===== config.mk =====
export PLATFORM = sky130hd
export DESIGN_NAME = sequence_append_remove_max
export DESIGN_NICKNAME = d
export VERILOG_FILES = /design/src/hw/rtl/samr_pkg.sv /design/src/hw/rtl/samr_cell.sv /design/src/hw/rtl/samr_chain.sv /design/src/hw/rtl/sequence_append_remove_max.sv
export SDC_FILE = /design/constraint.sdc
export NUM_CORES = 2
export LEC_CHECK = 0
export BUFFER_PORTS_ARGS = -buffer_cell sky130_fd_sc_hd__buf_2
export CORE_MARGIN = 10
export CORE_UTILIZATION = 40
export DETAILED_ROUTE_END_ITERATION = 6
export SYNTH_ARGS = -nofsm -noshare
export SYNTH_HDL_FRONTEND = slang
export SYNTH_SLANG_ARGS = --single-unit

===== constraint.sdc =====
create_clock -name i_clk -period 4.7 [get_ports i_clk]
set_input_delay 0.235 -clock i_clk [delete_from_list [all_inputs] [get_ports i_clk]]
set_output_delay 0.235 -clock i_clk [all_outputs]
set_load 0.01 [all_outputs]

===== src/hw/rtl/samr_pkg.sv =====
`timescale 1ns / 1ps
// ---------------------------------------------------------------------------
// samr_pkg: shared types and constants for the append / remove-max sequence
// Store depth, derived widths, status codes, controller states and the
// control bundle that drives the row of storage cells.
// ---------------------------------------------------------------------------
package samr_pkg;

    localparam int DEPTH     = 64;
    localparam int DATA_W    = 32;
    localparam int CNT_W     = $clog2(DEPTH + 1);
    localparam int OUT_CNT_W = 7;

    typedef enum logic [0:0] {
        CMD_APPEND     = 1'b0,
        CMD_REMOVE_MAX = 1'b1
    } t_cmd;

    typedef enum logic [1:0] {
        STAT_DONE = 2'd0,
        STAT_FULL = 2'd1,
        STAT_SKIP = 2'd2
    } t_status;

    typedef enum logic [1:0] {
        S_IDLE,
        S_SCAN,
        S_COMPACT,
        S_DONE
    } t_state;

    // Control bundle for the cell row: shift every cell toward the head and
    // load one cell, picked by position, with the given data.
    typedef struct packed {
        logic                     shift;
        logic                     load;
        logic [CNT_W-1:0]         wpos;
        logic signed [DATA_W-1:0] data;
    } t_chain_ctl;

endpackage


===== src/hw/rtl/samr_cell.sv =====
`timescale 1ns / 1ps
// ---------------------------------------------------------------------------
// samr_cell: one storage cell of the sequence row
// Holds one entry; takes the neighbor's value on a shift, or fresh data on
// a load, which wins over the shift.
// ---------------------------------------------------------------------------
module samr_cell import samr_pkg::*; (
    input  logic                     i_clk,
    input  logic                     i_shift,
    input  logic                     i_load,
    input  logic signed [DATA_W-1:0] i_load_data,
    input  logic signed [DATA_W-1:0] i_next,
    output logic signed [DATA_W-1:0] o_value
);

    logic signed [DATA_W-1:0] r_value;

    // Load new data, otherwise take the tail-side neighbor on a shift
    always_ff @(posedge i_clk) begin
        if (i_load) begin
            r_value <= i_load_data;
        end else if (i_shift) begin
            r_value <= i_next;
        end
    end

    assign o_value = r_value;

endmodule


===== src/hw/rtl/samr_chain.sv =====
`timescale 1ns / 1ps
// ---------------------------------------------------------------------------
// samr_chain: row of DEPTH storage cells
// Position 0 is the head. On a shift every cell takes its tail-side
// neighbor; the cell whose position matches the write position loads.
// ---------------------------------------------------------------------------
module samr_chain import samr_pkg::*; (
    input  logic                     i_clk,
    input  t_chain_ctl               i_ctl,
    output logic signed [DATA_W-1:0] o_head
);

    logic signed [DATA_W-1:0] w_val [DEPTH];

    genvar k;
    generate
        for (k = 0; k < DEPTH; k++) begin : g_cell
            logic signed [DATA_W-1:0] w_next;
            logic                     w_load;

            // Feed from the tail-side neighbor; the last cell keeps its own value
            if (k == DEPTH - 1) begin : g_last
                assign w_next = w_val[k];
            end else begin : g_mid
                assign w_next = w_val[k+1];
            end

            assign w_load = i_ctl.load && (i_ctl.wpos == CNT_W'(k));

            samr_cell u_cell (
                .i_clk       (i_clk),
                .i_shift     (i_ctl.shift),
                .i_load      (w_load),
                .i_load_data (i_ctl.data),
                .i_next      (w_next),
                .o_value     (w_val[k])
            );
        end
    endgenerate

    assign o_head = w_val[0];

endmodule


===== src/hw/rtl/sequence_append_remove_max.sv =====
`timescale 1ns / 1ps
// ---------------------------------------------------------------------------
// sequence_append_remove_max: ordered signed sequence with remove-max
// Input beats carry a command and a value; each beat yields one result beat
// with entry count, removed count, maximum found and status.
//
// Usage:
//   - Input channel i_valid / o_ready; output channel o_valid / i_ready.
//   - Append: the value lands at the tail in the accept cycle. A full store
//     drops the value (status 1).
//   - Remove-max with N >= 2 entries: one pass rotates the row of cells past
//     the head to find the maximum, a second pass rotates again and drops
//     every entry equal to it. The row of cells moves one entry past the head
//     per cycle in each pass, and the result then goes through the done state
//     to the output register.
//   - Remove-max with fewer than two entries: status 2, no rotation.
//   - A new beat is taken as soon as the controller is back in idle, even
//     while the previous result still waits in the output register. When the
//     receiver stalls, the next result holds until that register drains.
//   - Reset empties the sequence and clears the output valid flag; the cells
//     keep their contents, which are never read before being written.
// ---------------------------------------------------------------------------
module sequence_append_remove_max import samr_pkg::*; (
    input  logic                        i_clk,
    input  logic                        i_rst_n,
    input  logic                        i_valid,
    output logic                        o_ready,
    input  logic                        i_cmd,
    input  logic signed [DATA_W-1:0]    i_value,
    output logic                        o_valid,
    input  logic                        i_ready,
    output logic [OUT_CNT_W-1:0]        o_entry_count,
    output logic [OUT_CNT_W-1:0]        o_removed_count,
    output logic signed [DATA_W-1:0]    o_max_found,
    output logic [1:0]                  o_status
);

    t_state                   r_state, n_state;
    logic [CNT_W-1:0]         r_count, n_count;
    logic [CNT_W-1:0]         r_step, n_step;
    logic [CNT_W-1:0]         r_wpos, n_wpos;
    logic [CNT_W-1:0]         r_removed, n_removed;
    logic signed [DATA_W-1:0] r_max, n_max;
    t_status                  r_stat, n_stat;

    logic                     r_out_valid, n_out_valid;
    logic [OUT_CNT_W-1:0]     r_out_count, n_out_count;
    logic [OUT_CNT_W-1:0]     r_out_removed, n_out_removed;
    logic signed [DATA_W-1:0] r_out_max, n_out_max;
    logic [1:0]               r_out_stat, n_out_stat;

    t_chain_ctl               w_ctl;
    logic signed [DATA_W-1:0] w_head;
    logic                     w_accept;
    logic                     w_last;
    logic                     w_out_free;

    assign o_ready    = (r_state == S_IDLE);
    assign w_accept   = i_valid && o_ready;
    assign w_last     = (r_step == r_count - CNT_W'(1));
    assign w_out_free = !r_out_valid || i_ready;

    samr_chain u_chain (
        .i_clk  (i_clk),
        .i_ctl  (w_ctl),
        .o_head (w_head)
    );

    // State and working registers
    always_ff @(posedge i_clk) begin
        if (!i_rst_n) begin
            r_state     <= S_IDLE;
            r_count     <= '0;
            r_out_valid <= 1'b0;
        end else begin
            r_state     <= n_state;
            r_count     <= n_count;
            r_out_valid <= n_out_valid;
        end
    end

    // Payload registers
    always_ff @(posedge i_clk) begin
        r_step        <= n_step;
        r_wpos        <= n_wpos;
        r_removed     <= n_removed;
        r_max         <= n_max;
        r_stat        <= n_stat;
        r_out_count   <= n_out_count;
        r_out_removed <= n_out_removed;
        r_out_max     <= n_out_max;
        r_out_stat    <= n_out_stat;
    end

    // Next state, cell row control and result capture
    always_comb begin
        n_state       = r_state;
        n_count       = r_count;
        n_step        = r_step;
        n_wpos        = r_wpos;
        n_removed     = r_removed;
        n_max         = r_max;
        n_stat        = r_stat;
        n_out_valid   = r_out_valid && !i_ready;
        n_out_count   = r_out_count;
        n_out_removed = r_out_removed;
        n_out_max     = r_out_max;
        n_out_stat    = r_out_stat;
        w_ctl.shift   = 1'b0;
        w_ctl.load    = 1'b0;
        w_ctl.wpos    = r_wpos;
        w_ctl.data    = w_head;

        case (r_state)
            S_IDLE: begin
                w_ctl.wpos = r_count;
                w_ctl.data = i_value;
                if (w_accept) begin
                    n_removed = '0;
                    n_max     = '0;
                    n_stat    = STAT_DONE;
                    n_state   = S_DONE;
                    if (t_cmd'(i_cmd) == CMD_APPEND) begin
                        // Append at the tail, or drop when full
                        if (r_count < CNT_W'(DEPTH)) begin
                            w_ctl.load = 1'b1;
                            n_count    = r_count + CNT_W'(1);
                        end else begin
                            n_stat = STAT_FULL;
                        end
                    end else if (r_count < CNT_W'(2)) begin
                        n_stat = STAT_SKIP;
                    end else begin
                        n_step  = '0;
                        n_wpos  = r_count - CNT_W'(1);
                        n_state = S_SCAN;
                    end
                end
            end
            S_SCAN: begin
                // Rotate the held entries once, tracking the largest head value
                w_ctl.shift = 1'b1;
                w_ctl.load  = 1'b1;
                if (r_step == '0 || w_head > r_max) begin
                    n_max = w_head;
                end
                n_step = r_step + CNT_W'(1);
                if (w_last) begin
                    n_step  = '0;
                    n_wpos  = r_count - CNT_W'(1);
                    n_state = S_COMPACT;
                end
            end
            S_COMPACT: begin
                // Rotate again; keep non-max entries, drop the max ones
                w_ctl.shift = 1'b1;
                if (w_head != r_max) begin
                    w_ctl.load = 1'b1;
                end else begin
                    n_removed = r_removed + CNT_W'(1);
                    n_wpos    = r_wpos - CNT_W'(1);
                end
                n_step = r_step + CNT_W'(1);
                if (w_last) begin
                    n_count = r_count - n_removed;
                    n_state = S_DONE;
                end
            end
            S_DONE: begin
                // Hand the result to the output register once it is free
                if (w_out_free) begin
                    n_out_valid   = 1'b1;
                    n_out_count   = OUT_CNT_W'(r_count);
                    n_out_removed = OUT_CNT_W'(r_removed);
                    n_out_max     = r_max;
                    n_out_stat    = r_stat;
                    n_state       = S_IDLE;
                end
            end
            default: begin
                n_state = S_IDLE;
            end
        endcase
    end

    assign o_valid         = r_out_valid;
    assign o_entry_count   = r_out_count;
    assign o_removed_count = r_out_removed;
    assign o_max_found     = r_out_max;
    assign o_status        = r_out_stat;

    // The fill count never passes the store depth
    a_count_bound: assert property (@(posedge i_clk) disable iff (!i_rst_n)
        r_count <= CNT_W'(DEPTH))
        else $error("fill count above store depth");

    // Compaction never grows the sequence
    a_compact_shrinks: assert property (@(posedge i_clk) disable iff (!i_rst_n)
        r_state == S_COMPACT |=> r_count <= $past(r_count))
        else $error("fill count grew during compaction");

    // A result reporting removals always carries a done status
    a_removed_status: assert property (@(posedge i_clk) disable iff (!i_rst_n)
        o_valid && o_removed_count != '0 |-> o_status == STAT_DONE)
        else $error("removed entries reported with non-done status");

endmodule

==> flow_summary.toml <==
[routing]
vias = 52615
first_pass_iters = 5
wirelength_mm = 256.5
vias_per_cell = 5.628
antenna_left = 0
wl_per_cell_um = 27.44
drc = 0
drt_iter0_drc = 7072

[clock_tree]
cts_buffers = 219
clkLatencyLatePin_ps = 850
cts_tree = "done"
cts_buffer_depth = 3
cts.sinks = 2161
path_clk_slew_ps = 60
cts_setup_buffers = 0
cts-root-buf = "clkbuf_16"
htree_levels = 4

[logic_synthesis]
synth_edf_count = 2151
netlist_instances = 6130
ys.flop_type = "edfxtp_1"
syn_nets = 6215
synth_seq_cells = 2161
synth-async-reset-ratio = 0
synth_cell_type_count = 67
synthTopCellsByCount = "edfxtp_1 (2,151), a21oi_1 (950), mux2_2 (949)"
synth.area.top_cells = "edfxtp_1 (71%), mux2_2 (12%), a21oi_1 (5.2%)"
yosysMostFrequentCell = "edfxtp_1"
syn-cell-area_sq_um = 91450
yosysSeqAreaShare = 0.7085
synth_area_per_cell_sq_um = 14.92
synth_top_area_share = 0.7063
synth_area_leader_cell = "edfxtp_1"
ys_warn_count = 0

[timing]
setup_violations = 0
slew_viol_final = 0
hold_viol = 0
grt_setup_unrepaired = "no"
fmax_mhz = 233.8
tightest_slew_ps = 1142
fin_crit_ps = 4277
fin_crit_sh = 0.9101
slew_headroom = 0.2385
fin_skew_ps = 39.08
setup_tns_ps = 0

[worst_setup_path]
cp_data_required_time_ps = 5170
startpoint_type = "flip-flop"
end_kind = "flip-flop"
crit_type = "reg -> reg"
rrSetupSlack_ps = 420
timing.critical_path.arrival_ps = 4750
critical_path_peak_fanout = 32

[placement]
port_buffers = 86
hpwlAfterDp_mm = 151.3
gp_congestion = 0.8515

[cells_and_area]
area_growth_pct = 12.63
nFillCells = 19741
nets = 6239
drive_gt1_frac = 0.2706
largest_reg_flops = 2048

[run]
cap_violations = 0

[power]
p_leak_nw = 34.92
powerDensity_nw_per_um2 = 820.1
peakVddDrop_mv = 0.6268
total_power_mw = 84.47

[global_routing]
grt_pass1_wl_mm = 369.4
antenna_found_initial = 29
gr-total-overflow = 0
grt_pass1_vias = 50993
grtUsageTotal = 0.1997
grt_max_degree = 65

[die]
rows = 175
io_pins = 87
start_util = 0.4020
dieArea_sq_um = 248200
die_y_um = 498.2
core-area_sq_um = 227500
die_w_um = 498.2

[status]
status = "complete, no violations"

[min_path]
hold_class = "in -> reg"
## through the flow
step,util,hold slack [ps],setup WS [ps],cells,cell area [sq um]
detailed placement,0.4214,405.7,526.2,8936,95870
floorplan,-,382.6,772.3,6130,91450
CTS,0.4527,124.2,485.8,9340,103000
global route,0.4527,164.7,160.7,9341,103000
finish,0.4528,182.9,422.6,9348,103000
global placement,0.4214,406.0,509.1,8936,95870
## cells in the final DEF, fill, tap and decap left out, drive strengths merged, types with 6 or more instances in the layout
| cell type | synthesis | routed |
|---|---|---|
| nand2 | 53 | 53 |
| and2 | 42 | 42 |
| and3 | 9 | 9 |
| diode | 0 | 8 |
| clkinvlp | 0 | 9 |
| a21oi | 951 | 951 |
| nor2 | 878 | 878 |
| nand3 | 19 | 19 |
| bufinv | 0 | 23 |
| inv | 56 | 90 |
| nand4 | 10 | 10 |
| nand2b | 25 | 25 |
| dlygate4sd3 | 0 | 6 |
| xnor2 | 18 | 18 |
| nor2b | 8 | 8 |
| xor2 | 11 | 11 |
| clkinv | 34 | 88 |
| edfxtp | 2151 | 2151 |
| or2 | 44 | 44 |
| mux2 | 1152 | 1152 |
| ha | 47 | 47 |
| buf | 179 | 296 |
| mux2i | 41 | 41 |
| dfxtp | 10 | 10 |
| o21ai | 11 | 11 |
| clkbuf | 320 | 278 |
| nor3 | 10 | 10 |
## report_power, final
group	total, mW	switching, mW	internal [mW]
sequential	40.6	3.52	37.0
clock	17.5	7.46	9.99
combinational	26.5	18.6	7.92
total	84.5	29.5	54.9
## cell families (layout without fill, tap and decap cells)
family	Yosys count	after routing	share of synthesized area
AO/OA/AOI/OAI	999	999	0.05628
XOR/XNOR	31	31	0.003270
adder cells (fa/ha/maj)	48	48	0.006649
buffers and inverters	589	790	0.02765
flip-flops	2161	2161	0.7085
multiplexers	1193	1193	0.1463
other	0	8	0
AND/OR/NAND/NOR	1109	1109	0.05135
## routing by layer
metal | global-route usage | vias up | share of wire
met5 | 0 | - | 0
met4 | 0.06057 | 0 | 0.031
met3 | 0.03903 | 404 | 0.093
met2 | 0.3012 | 2410 | 0.45
met1 | 0.2914 | 26972 | 0.43
li1 | - | 22829 | -
## critical path, cell delays in order, from the launching register on
cell and delay [ps]:
dfxtp_1 390, inv_1 110, ha_4 270, inv_2 290, nor2_1 90, a211oi_2 500, o21ai_4 130, or3_1 760
nor2_4 550, or2_2 750
## cell type report
type / instances / area [sq um] / area share
sequential: 2161 / 64790 / 0.6290
clock inverter: 120 / 1215 / 0.01179
multi-input combinational: 3380 / 24790 / 0.2407
clock buffer: 278 / 5837 / 0.05667
inverter: 90 / 342.8 / 0.003328
antenna: 8 / 20.02 / 0.0001944
timing repair buffer: 302 / 2242 / 0.02177
tap: 3009 / 3765 / 0.03655
## path summary, 6_finish.rpt
check / from / endpoint / cells after the start
worst max-delay path: r_state[0] / u_chain.g_cell[48].u_cell.o_value[26] / 9
worst min-delay path: i_value[13] / u_chain.g_cell[2].u_cell.o_value[13] / 4
worst max register to register: r_state[0] / u_chain.g_cell[48].u_cell.o_value[26] / 9
worst min register to register: r_stat[0] / o_status[0] / 0
## what timing repair did
action                                 4_1_cts  5_1_grt
resized for setup                            0        0
endpoints found under the hold margin       21        0
hold buffers                                 6        0
Power figures use the tool's default switching activity.
